===== src/mcv_pkg.sv =====
package mcv_pkg;

   localparam int MAX_LEN   = 4096;
   localparam int FRAC_BITS = 16;
   localparam int CNT_W     = 13;
   localparam int VAL_W     = 17;
   localparam int CSR_IDX_W = 2;

   // Z rounded to 24 fraction bits
   localparam logic [25:0] ZQ24 = 26'd43215245;

   localparam int DIV_STEPS  = 64;
   localparam int SQRT_STEPS = 32;
   localparam int LOG_STEPS  = FRAC_BITS;
   localparam int STEP_W     = 6;

   localparam logic [VAL_W-1:0] ONE_BIT = VAL_W'(1 << FRAC_BITS);

   localparam logic [CSR_IDX_W-1:0] CSR_LOW_THRESHOLD = 2'd0;
   localparam logic [CSR_IDX_W-1:0] CSR_PASS_LIMIT    = 2'd1;

   typedef enum logic [3:0] {
      ST_IDLE,
      ST_PREP,
      ST_DIV1,
      ST_SQRT_INIT,
      ST_SQRT,
      ST_MUL,
      ST_DIV2_INIT,
      ST_DIV2,
      ST_CHECK,
      ST_LOG_SQ,
      ST_LOG_ST,
      ST_FINISH,
      ST_OUT
   } state_type;

   typedef enum logic [3:0] {
      OP_NONE,
      OP_TAKE,
      OP_DIV1_INIT,
      OP_DIV_STEP,
      OP_SQRT_INIT,
      OP_SQRT_STEP,
      OP_MUL,
      OP_DIV2_INIT,
      OP_LOG_INIT,
      OP_LOG_SQ,
      OP_LOG_ST,
      OP_FINISH,
      OP_ZERO,
      OP_PUBLISH
   } op_type;

   typedef struct packed {
      op_type op;
   } dp_cmd_type;

   typedef struct packed {
      logic n_is_one;
      logic quo_big;
      logic out_free;
   } dp_status_type;

endpackage


===== src/mcv_ctrl.sv =====
module mcv_ctrl
   import mcv_pkg::*;
(
   input  logic          clock,
   input  logic          reset,
   input  logic          req_valid,
   input  logic          req_command,
   input  logic          req_last_bit,
   output logic          req_ready,
   input  dp_status_type status,
   output dp_cmd_type    cmd
);

   state_type         state_ff, state_in;
   logic [STEP_W-1:0] step_ff, step_in;

   always_ff @(posedge clock) begin
      if (reset) begin
         state_ff <= ST_IDLE;
         step_ff  <= '0;
      end else begin
         state_ff <= state_in;
         step_ff  <= step_in;
      end
   end

   always_comb begin
      state_in  = state_ff;
      step_in   = '0;
      req_ready = 1'b0;
      cmd.op    = OP_NONE;
      case (state_ff)
         ST_IDLE: begin
            req_ready = 1'b1;
            if (req_valid) begin
               cmd.op = OP_TAKE;
               if (!req_command && req_last_bit) state_in = ST_PREP;
            end
         end
         ST_PREP: begin
            if (status.n_is_one) begin
               cmd.op   = OP_ZERO;
               state_in = ST_OUT;
            end else begin
               cmd.op   = OP_DIV1_INIT;
               state_in = ST_DIV1;
            end
         end
         ST_DIV1: begin
            cmd.op  = OP_DIV_STEP;
            step_in = step_ff + 1'b1;
            if (step_ff == STEP_W'(DIV_STEPS - 1)) state_in = ST_SQRT_INIT;
         end
         ST_SQRT_INIT: begin
            cmd.op   = OP_SQRT_INIT;
            state_in = ST_SQRT;
         end
         ST_SQRT: begin
            cmd.op  = OP_SQRT_STEP;
            step_in = step_ff + 1'b1;
            if (step_ff == STEP_W'(SQRT_STEPS - 1)) state_in = ST_MUL;
         end
         ST_MUL: begin
            cmd.op   = OP_MUL;
            state_in = ST_DIV2_INIT;
         end
         ST_DIV2_INIT: begin
            cmd.op   = OP_DIV2_INIT;
            state_in = ST_DIV2;
         end
         ST_DIV2: begin
            cmd.op  = OP_DIV_STEP;
            step_in = step_ff + 1'b1;
            if (step_ff == STEP_W'(DIV_STEPS - 1)) state_in = ST_CHECK;
         end
         ST_CHECK: begin
            if (status.quo_big) begin
               cmd.op   = OP_ZERO;
               state_in = ST_OUT;
            end else begin
               cmd.op   = OP_LOG_INIT;
               state_in = ST_LOG_SQ;
            end
         end
         ST_LOG_SQ: begin
            cmd.op   = OP_LOG_SQ;
            step_in  = step_ff;
            state_in = ST_LOG_ST;
         end
         ST_LOG_ST: begin
            cmd.op  = OP_LOG_ST;
            step_in = step_ff + 1'b1;
            if (step_ff == STEP_W'(LOG_STEPS - 1)) state_in = ST_FINISH;
            else state_in = ST_LOG_SQ;
         end
         ST_FINISH: begin
            cmd.op   = OP_FINISH;
            state_in = ST_OUT;
         end
         ST_OUT: begin
            if (status.out_free) begin
               cmd.op   = OP_PUBLISH;
               state_in = ST_IDLE;
            end
         end
         default: state_in = ST_IDLE;
      endcase
   end

endmodule


===== src/mcv_dp.sv =====
module mcv_dp
   import mcv_pkg::*;
(
   input  logic                 clock,
   input  logic                 reset,
   input  dp_cmd_type           cmd,
   output dp_status_type        status,
   input  logic                 req_command,
   input  logic                 req_sample_bit,
   input  logic                 req_last_bit,
   input  logic                 csr_valid,
   input  logic [CSR_IDX_W-1:0] csr_index,
   input  logic [VAL_W-1:0]     csr_wdata,
   output logic                 rsp_valid,
   input  logic                 rsp_ready,
   output logic [VAL_W-1:0]     rsp_seq_entropy,
   output logic [VAL_W-1:0]     rsp_running_min,
   output logic [CNT_W-1:0]     rsp_ones_seen,
   output logic [CNT_W-1:0]     rsp_seq_length,
   output logic                 rsp_below_threshold,
   output logic                 rsp_meets_limit,
   output logic                 rsp_length_overflow
);

   logic [VAL_W-1:0] thr_ff, lim_ff, min_ff;
   logic [CNT_W-1:0] ones_cnt_ff, len_cnt_ff;
   logic             ovf_cnt_ff;
   logic [CNT_W-1:0] ones_snap_ff, n_snap_ff;
   logic             ovf_snap_ff;

   logic [63:0]      dvd_ff, quo_ff;
   logic [CNT_W:0]   rem_ff;
   logic [CNT_W-1:0] dsr_ff;
   logic [63:0]      sq_v_ff, sq_res_ff, sq_bit_ff;
   logic [63:0]      t_ff;
   logic [31:0]      y_ff;
   logic [63:0]      prod_ff;
   logic [FRAC_BITS-1:0] lg_ff;
   logic [VAL_W-1:0] ent_ff;

   logic             rsp_valid_ff;
   logic [VAL_W-1:0] out_ent_ff, out_min_ff;
   logic [CNT_W-1:0] out_ones_ff, out_len_ff;
   logic             out_below_ff, out_meets_ff, out_ovf_ff;

   // sample counting
   logic             at_max;
   logic [CNT_W-1:0] len_new, ones_new;
   logic             ovf_new;

   // estimate setup
   logic [CNT_W-1:0] n_minus_ones, k_val, n_minus_k;
   logic [2*CNT_W-1:0] kk;

   // divider step
   logic [CNT_W+1:0] rem_shift;
   logic             rem_ge;

   // sqrt step
   logic [63:0]      sq_trial;
   logic             sq_ge;

   // log step
   logic [32:0]      y_sq;

   logic [VAL_W-1:0] min_new;

   assign at_max   = len_cnt_ff >= CNT_W'(MAX_LEN);
   assign len_new  = at_max ? len_cnt_ff : len_cnt_ff + 1'b1;
   assign ones_new = at_max ? ones_cnt_ff : ones_cnt_ff + CNT_W'(req_sample_bit);
   assign ovf_new  = ovf_cnt_ff | at_max;

   assign n_minus_ones = n_snap_ff - ones_snap_ff;
   assign k_val        = (ones_snap_ff > n_minus_ones) ? ones_snap_ff : n_minus_ones;
   assign n_minus_k    = n_snap_ff - k_val;
   assign kk           = k_val * n_minus_k;

   assign rem_shift = {rem_ff, dvd_ff[63]};
   assign rem_ge    = rem_shift >= {2'b00, dsr_ff};

   assign sq_trial = sq_res_ff + sq_bit_ff;
   assign sq_ge    = sq_v_ff >= sq_trial;

   assign y_sq = prod_ff[63:31];

   assign min_new = (ent_ff < min_ff) ? ent_ff : min_ff;

   assign status.n_is_one = n_snap_ff == CNT_W'(1);
   assign status.quo_big  = quo_ff[63:32] != '0;
   assign status.out_free = !rsp_valid_ff || rsp_ready;

   // control state
   always_ff @(posedge clock) begin
      if (reset) begin
         thr_ff       <= VAL_W'(32768);
         lim_ff       <= '0;
         min_ff       <= ONE_BIT;
         ones_cnt_ff  <= '0;
         len_cnt_ff   <= '0;
         ovf_cnt_ff   <= 1'b0;
         rsp_valid_ff <= 1'b0;
      end else begin
         if (csr_valid) begin
            case (csr_index)
               CSR_LOW_THRESHOLD: thr_ff <= csr_wdata;
               CSR_PASS_LIMIT:    lim_ff <= csr_wdata;
               default: ;
            endcase
         end
         if (cmd.op == OP_TAKE) begin
            if (req_command) begin
               ones_cnt_ff <= '0;
               len_cnt_ff  <= '0;
               ovf_cnt_ff  <= 1'b0;
               min_ff      <= ONE_BIT;
            end else if (req_last_bit) begin
               ones_cnt_ff <= '0;
               len_cnt_ff  <= '0;
               ovf_cnt_ff  <= 1'b0;
            end else begin
               ones_cnt_ff <= ones_new;
               len_cnt_ff  <= len_new;
               ovf_cnt_ff  <= ovf_new;
            end
         end
         if (cmd.op == OP_PUBLISH) begin
            min_ff       <= min_new;
            rsp_valid_ff <= 1'b1;
         end else if (rsp_ready) begin
            rsp_valid_ff <= 1'b0;
         end
      end
   end

   // arithmetic and result payload
   always_ff @(posedge clock) begin
      case (cmd.op)
         OP_TAKE: begin
            ones_snap_ff <= ones_new;
            n_snap_ff    <= len_new;
            ovf_snap_ff  <= ovf_new;
         end
         OP_DIV1_INIT: begin
            dvd_ff <= 64'(kk) << 32;
            dsr_ff <= n_snap_ff - 1'b1;
            rem_ff <= '0;
            quo_ff <= '0;
         end
         OP_DIV_STEP: begin
            dvd_ff <= {dvd_ff[62:0], 1'b0};
            quo_ff <= {quo_ff[62:0], rem_ge};
            rem_ff <= rem_ge ? (CNT_W+1)'(rem_shift - {2'b00, dsr_ff})
                             : rem_shift[CNT_W:0];
         end
         OP_SQRT_INIT: begin
            sq_v_ff   <= quo_ff;
            sq_res_ff <= '0;
            sq_bit_ff <= 64'd1 << 62;
         end
         OP_SQRT_STEP: begin
            if (sq_ge) begin
               sq_v_ff   <= sq_v_ff - sq_trial;
               sq_res_ff <= (sq_res_ff >> 1) + sq_bit_ff;
            end else begin
               sq_res_ff <= sq_res_ff >> 1;
            end
            sq_bit_ff <= sq_bit_ff >> 2;
         end
         OP_MUL: begin
            t_ff <= (64'(ZQ24) * 64'(sq_res_ff[31:0])) >> 8;
         end
         OP_DIV2_INIT: begin
            dvd_ff <= (64'(k_val) << 32) + t_ff;
            dsr_ff <= n_snap_ff;
            rem_ff <= '0;
            quo_ff <= '0;
         end
         OP_LOG_INIT: begin
            y_ff  <= quo_ff[31:0];
            lg_ff <= '0;
         end
         OP_LOG_SQ: begin
            prod_ff <= 64'(y_ff) * 64'(y_ff);
         end
         OP_LOG_ST: begin
            lg_ff <= {lg_ff[FRAC_BITS-2:0], y_sq[32]};
            y_ff  <= y_sq[32] ? y_sq[32:1] : y_sq[31:0];
         end
         OP_FINISH: begin
            ent_ff <= ONE_BIT - VAL_W'(lg_ff);
         end
         OP_ZERO: begin
            ent_ff <= '0;
         end
         OP_PUBLISH: begin
            out_ent_ff   <= ent_ff;
            out_min_ff   <= min_new;
            out_ones_ff  <= ones_snap_ff;
            out_len_ff   <= n_snap_ff;
            out_below_ff <= ent_ff < thr_ff;
            out_meets_ff <= min_new >= lim_ff;
            out_ovf_ff   <= ovf_snap_ff;
         end
         default: ;
      endcase
   end

   assign rsp_valid           = rsp_valid_ff;
   assign rsp_seq_entropy     = out_ent_ff;
   assign rsp_running_min     = out_min_ff;
   assign rsp_ones_seen       = out_ones_ff;
   assign rsp_seq_length      = out_len_ff;
   assign rsp_below_threshold = out_below_ff;
   assign rsp_meets_limit     = out_meets_ff;
   assign rsp_length_overflow = out_ovf_ff;

endmodule


===== src/mcv_min_entropy_estimator.sv =====
// channel | handshake            | payload
// req     | req_valid/req_ready  | req_command, req_sample_bit, req_last_bit
// rsp     | rsp_valid/rsp_ready  | rsp_seq_entropy .. rsp_length_overflow
// csr     | csr_valid/csr_ready  | csr_index, csr_wdata (csr_ready always high)
//
// Sample and clear items are taken in the idle state and do not leave it.
// An item that ends a sequence runs two 64-step restoring divides and a
// 32-step square root on one shared datapath, then 16 square-and-shift
// log steps; a length-one sequence skips these and gives a zero estimate.
// Reset is synchronous; only control, counter, CSR and minimum registers
// take default values. The result register holds a finished item while
// new samples are taken; a following sequence end waits until it is free.
module mcv_min_entropy_estimator
   import mcv_pkg::*;
(
   input  logic                 clock,
   input  logic                 reset,
   input  logic                 req_valid,
   output logic                 req_ready,
   input  logic                 req_command,
   input  logic                 req_sample_bit,
   input  logic                 req_last_bit,
   output logic                 rsp_valid,
   input  logic                 rsp_ready,
   output logic [VAL_W-1:0]     rsp_seq_entropy,
   output logic [VAL_W-1:0]     rsp_running_min,
   output logic [CNT_W-1:0]     rsp_ones_seen,
   output logic [CNT_W-1:0]     rsp_seq_length,
   output logic                 rsp_below_threshold,
   output logic                 rsp_meets_limit,
   output logic                 rsp_length_overflow,
   input  logic                 csr_valid,
   output logic                 csr_ready,
   input  logic [CSR_IDX_W-1:0] csr_index,
   input  logic [VAL_W-1:0]     csr_wdata
);

   dp_cmd_type    cmd;
   dp_status_type status;

   assign csr_ready = 1'b1;

   mcv_ctrl u_ctrl (
      .clock        (clock),
      .reset        (reset),
      .req_valid    (req_valid),
      .req_command  (req_command),
      .req_last_bit (req_last_bit),
      .req_ready    (req_ready),
      .status       (status),
      .cmd          (cmd)
   );

   mcv_dp u_dp (
      .clock               (clock),
      .reset               (reset),
      .cmd                 (cmd),
      .status              (status),
      .req_command         (req_command),
      .req_sample_bit      (req_sample_bit),
      .req_last_bit        (req_last_bit),
      .csr_valid           (csr_valid),
      .csr_index           (csr_index),
      .csr_wdata           (csr_wdata),
      .rsp_valid           (rsp_valid),
      .rsp_ready           (rsp_ready),
      .rsp_seq_entropy     (rsp_seq_entropy),
      .rsp_running_min     (rsp_running_min),
      .rsp_ones_seen       (rsp_ones_seen),
      .rsp_seq_length      (rsp_seq_length),
      .rsp_below_threshold (rsp_below_threshold),
      .rsp_meets_limit     (rsp_meets_limit),
      .rsp_length_overflow (rsp_length_overflow)
   );

endmodule


===== config.mk =====
export PLATFORM = sky130hd
export DESIGN_NAME = mcv_min_entropy_estimator
export DESIGN_NICKNAME = d
export VERILOG_FILES = /design/src/mcv_pkg.sv /design/src/mcv_ctrl.sv /design/src/mcv_dp.sv /design/src/mcv_min_entropy_estimator.sv
export SDC_FILE = /design/constraint.sdc
export NUM_CORES = 2
export LEC_CHECK = 0
export BUFFER_PORTS_ARGS = -buffer_cell sky130_fd_sc_hd__buf_4
export CORE_MARGIN = 2
export CORE_UTILIZATION = 60
export DETAILED_ROUTE_END_ITERATION = 8
export PLACE_DENSITY_LB_ADDON = 0.08
export SLEW_MARGIN = 20
export SYNTH_ARGS = -nofsm -noshare
export SYNTH_HDL_FRONTEND = slang
export SYNTH_SLANG_ARGS = --single-unit

===== constraint.sdc =====
create_clock -name clock -period 25.1 [get_ports clock]
set_input_delay 2.51 -clock clock [delete_from_list [all_inputs] [get_ports clock]]
set_output_delay 2.51 -clock clock [all_outputs]
set_load 0.05 [all_outputs]

==> flow_summary.toml <==
[status]
run_status = "completed"

[synthesis]
ys_ff_latch = 642
ys_async_sr_fraction_pct = 0
syn-cell-area_mm2 = 0.08500
yosysWarnings = 0
synthDistinctLibCells = 99
synth.top_cells.by_area = "fa_1, edfxtp_1, ha_1, inv_1, nand2_1"
synth.avg_cell_area_um2 = 9.693
post-synth-top-area-cell = "fa_1"
synthesis.instances = 8770
synth_edf_count = 553
ys.flop_type = "edfxtp_1"
synth_seq_area_share_pct = 21.63
synthTopCellsByCount = "inv_1, fa_1, ha_1, nand2_1, edfxtp_1"
synth_top_area_share_pct = 29.13
yosysMostFrequentCell = "inv_1"
synth_nets = 10969

[global_route]
grt_max_degree = 104
grt_pass1_vias = 63522
grt_antenna_before_repair = 3
grt_usage_pct = 30.29
grt_pass1_wl_um = 347500
grt_overflow_total = 0

[timing]
hold_violations = 0
setup_violations = 0
finalCriticalPeriod_ns = 13.76
rsz0062_at_grt = "no"
fmax_mhz = 72.68
skew_ns = 0.02447
slew_headroom_pct = 25.94
final.period_utilization_pct = 54.82
finalSetupTns_ns = 0
slew_violations = 0
fin_ws_ns = 11.34
tightest_slew_ns = 1.109

[route]
drt_wl_total_um = 214600
drtAntennaViolNets = 0
vias = 61011
first_pass_iters = 7
drc_errors = 0
routedWlPerCell_um = 20.06
drt_iter0_markers = 4817
viasPerCell = 5.702

[setup_path]
cp.buffers_inverters = 6
crit_family = "compound AO/OA/AOI/OAI gates"
crit_type = "reg2reg"
start_kind = "register"
critPathMaxStageDelay_ns = 0.85
cp-end-kind = "register"
crit_fanout = 20
required_ns = 25.47
arrival_ns = 14.13
critPathSlowestCell = "o21ai_1"

[clock_network]
max-clock-path-buffers = 3
htreeDepth = 3
cts_sinks = 642
post_cts_buffers = 0
clockRootBuffer = "clkbuf_16"
cts_tree = "yes"
clock_latency_ns = 0.66
cts_resized = 0
cts_buffers = 70
cts.clk_slew.worst_paths_ns = 0.06
ctsHoldBuffers = 0

[placement]
port-buffer-count = 91
dp_hpwl_um = 169100
place_congestion = 0.9197
dpl-instance-area_mm2 = 0.08777
dp_slack_ns = 11.53

[floorplan]
dieArea_mm2 = 0.1447
rows = 138
die_w_um = 380.4
fp.coreArea_mm2 = 0.1411
die_y_um = 380.4
pin_count = 93
initial_core_util_pct = 60.26

[final_layout]
finish.utilization_pct = 63.91
antenna_cells = 0
fin_nets = 10956
drive_gt1_share_pct = 4.563
postLayoutCellArea_mm2 = 0.09016
area_growth_pct = 6.067
fill_cells = 11747

[job]
maxCapViolCount = 0

[pwr]
peakVddDrop_v = 0.001027
leakagePower_nw = 43.68
cellPowerDensity_mw_per_mm2 = 137.1
power_mw = 12.36

[min_path]
hold_path.class = "reg2reg"
-- layout by cell type (no fill, tap or decap), types with 144 or more instances in the layout --
cell type | Yosys | routed
and2_1 | 227 | 227
ha_1 | 935 | 935
o21ai_0 | 276 | 275
inv_1 | 1933 | 1931
edfxtp_1 | 553 | 553
nor2_1 | 444 | 438
buf_4 | 1 | 172
xor2_1 | 168 | 168
fa_1 | 1237 | 1237
a21o_1 | 144 | 144
xnor2_1 | 218 | 217
nand2_1 | 747 | 747
a21oi_1 | 379 | 376
-- flip-flops by register name (all words and copies together), names as in the netlist, 14 cells and up --
register              cells
u_dp.rsp_seq_entropy     17
u_dp.lim_ff              17
u_dp.thr_ff              17
u_dp.quo_ff              64
u_dp.t_ff                50
u_dp.rem_ff              14
u_dp.min_ff              17
u_dp.sq_res_ff           64
u_dp.sq_bit_ff           32
u_dp.lg_ff               16
u_dp.dvd_ff              64
u_dp.ent_ff              17
u_dp.rsp_running_min     17
u_dp.y_ff                32
u_dp.sq_v_ff             64
u_dp.prod_ff             33
-- worst paths after layout --
check | from | end | slack (ns) | cells after the start
worst max-delay path | u_dp.n_snap_ff[0] | u_dp.dvd_ff[57] | 11.34 | 48
worst min-delay path | u_dp.ovf_snap_ff | u_dp.rsp_length_overflow | 0.42 | 0
worst max register to register | u_dp.n_snap_ff[0] | u_dp.dvd_ff[57] | 11.34 | 48
worst min register to register | u_dp.ovf_snap_ff | u_dp.rsp_length_overflow | 0.42 | 0
-- logic make-up after synthesis --
family / share of synthesized area (%)
buffers and inverters: 9.752
adder cells (fa/ha/maj): 42.89
AND/OR/NAND/NOR: 11.25
AO/OA/AOI/OAI: 9.660
flip-flops: 21.63
XOR/XNOR: 3.977
multiplexers: 0.8346
other: 0.004412
-- per-layer routing --
| metal | up-vias | global-route usage, % | share of wire, % |
|---|---|---|---|
| met5 | - | 0 | 0 |
| met4 | 0 | 7.062 | 2.4 |
| met3 | 322 | 4.579 | 7.1 |
| met2 | 2031 | 47.24 | 45 |
| met1 | 30476 | 44.75 | 45 |
| li1 | 28182 | - | - |
-- stage by stage --
step	cells	hold slack (ns)
2_1_floorplan	8770	0.4003
3_3_place_gp	10574	0.4028
3_5_place_dp	10574	0.4070
4_1_cts	10699	0.4211
5_1_grt	10700	0.4318
6_report	10700	0.4213
-- area by class of cell --
class	count	area [µm²]	share of cell area, %
Tap cell	1890	2365	2.623
Clock inverter	35	435.4	0.4829
Timing Repair Buffer	173	1319	1.463
Multi-Input combinational cell	5927	58450	64.83
Clock buffer	90	1911	2.119
Inverter	1943	7296	8.092
Sequential cell	642	18390	20.39
-- report_power, final --
part	switching (mW)	internal, mW	total [mW]	leakage (nW)
sequential	0.0281	1.65	1.68	5.94
clock	0.453	0.625	1.08	1.12
combinational	5.46	4.14	9.61	36.6
No activity file was read; power rests on OpenSTA's default activity.
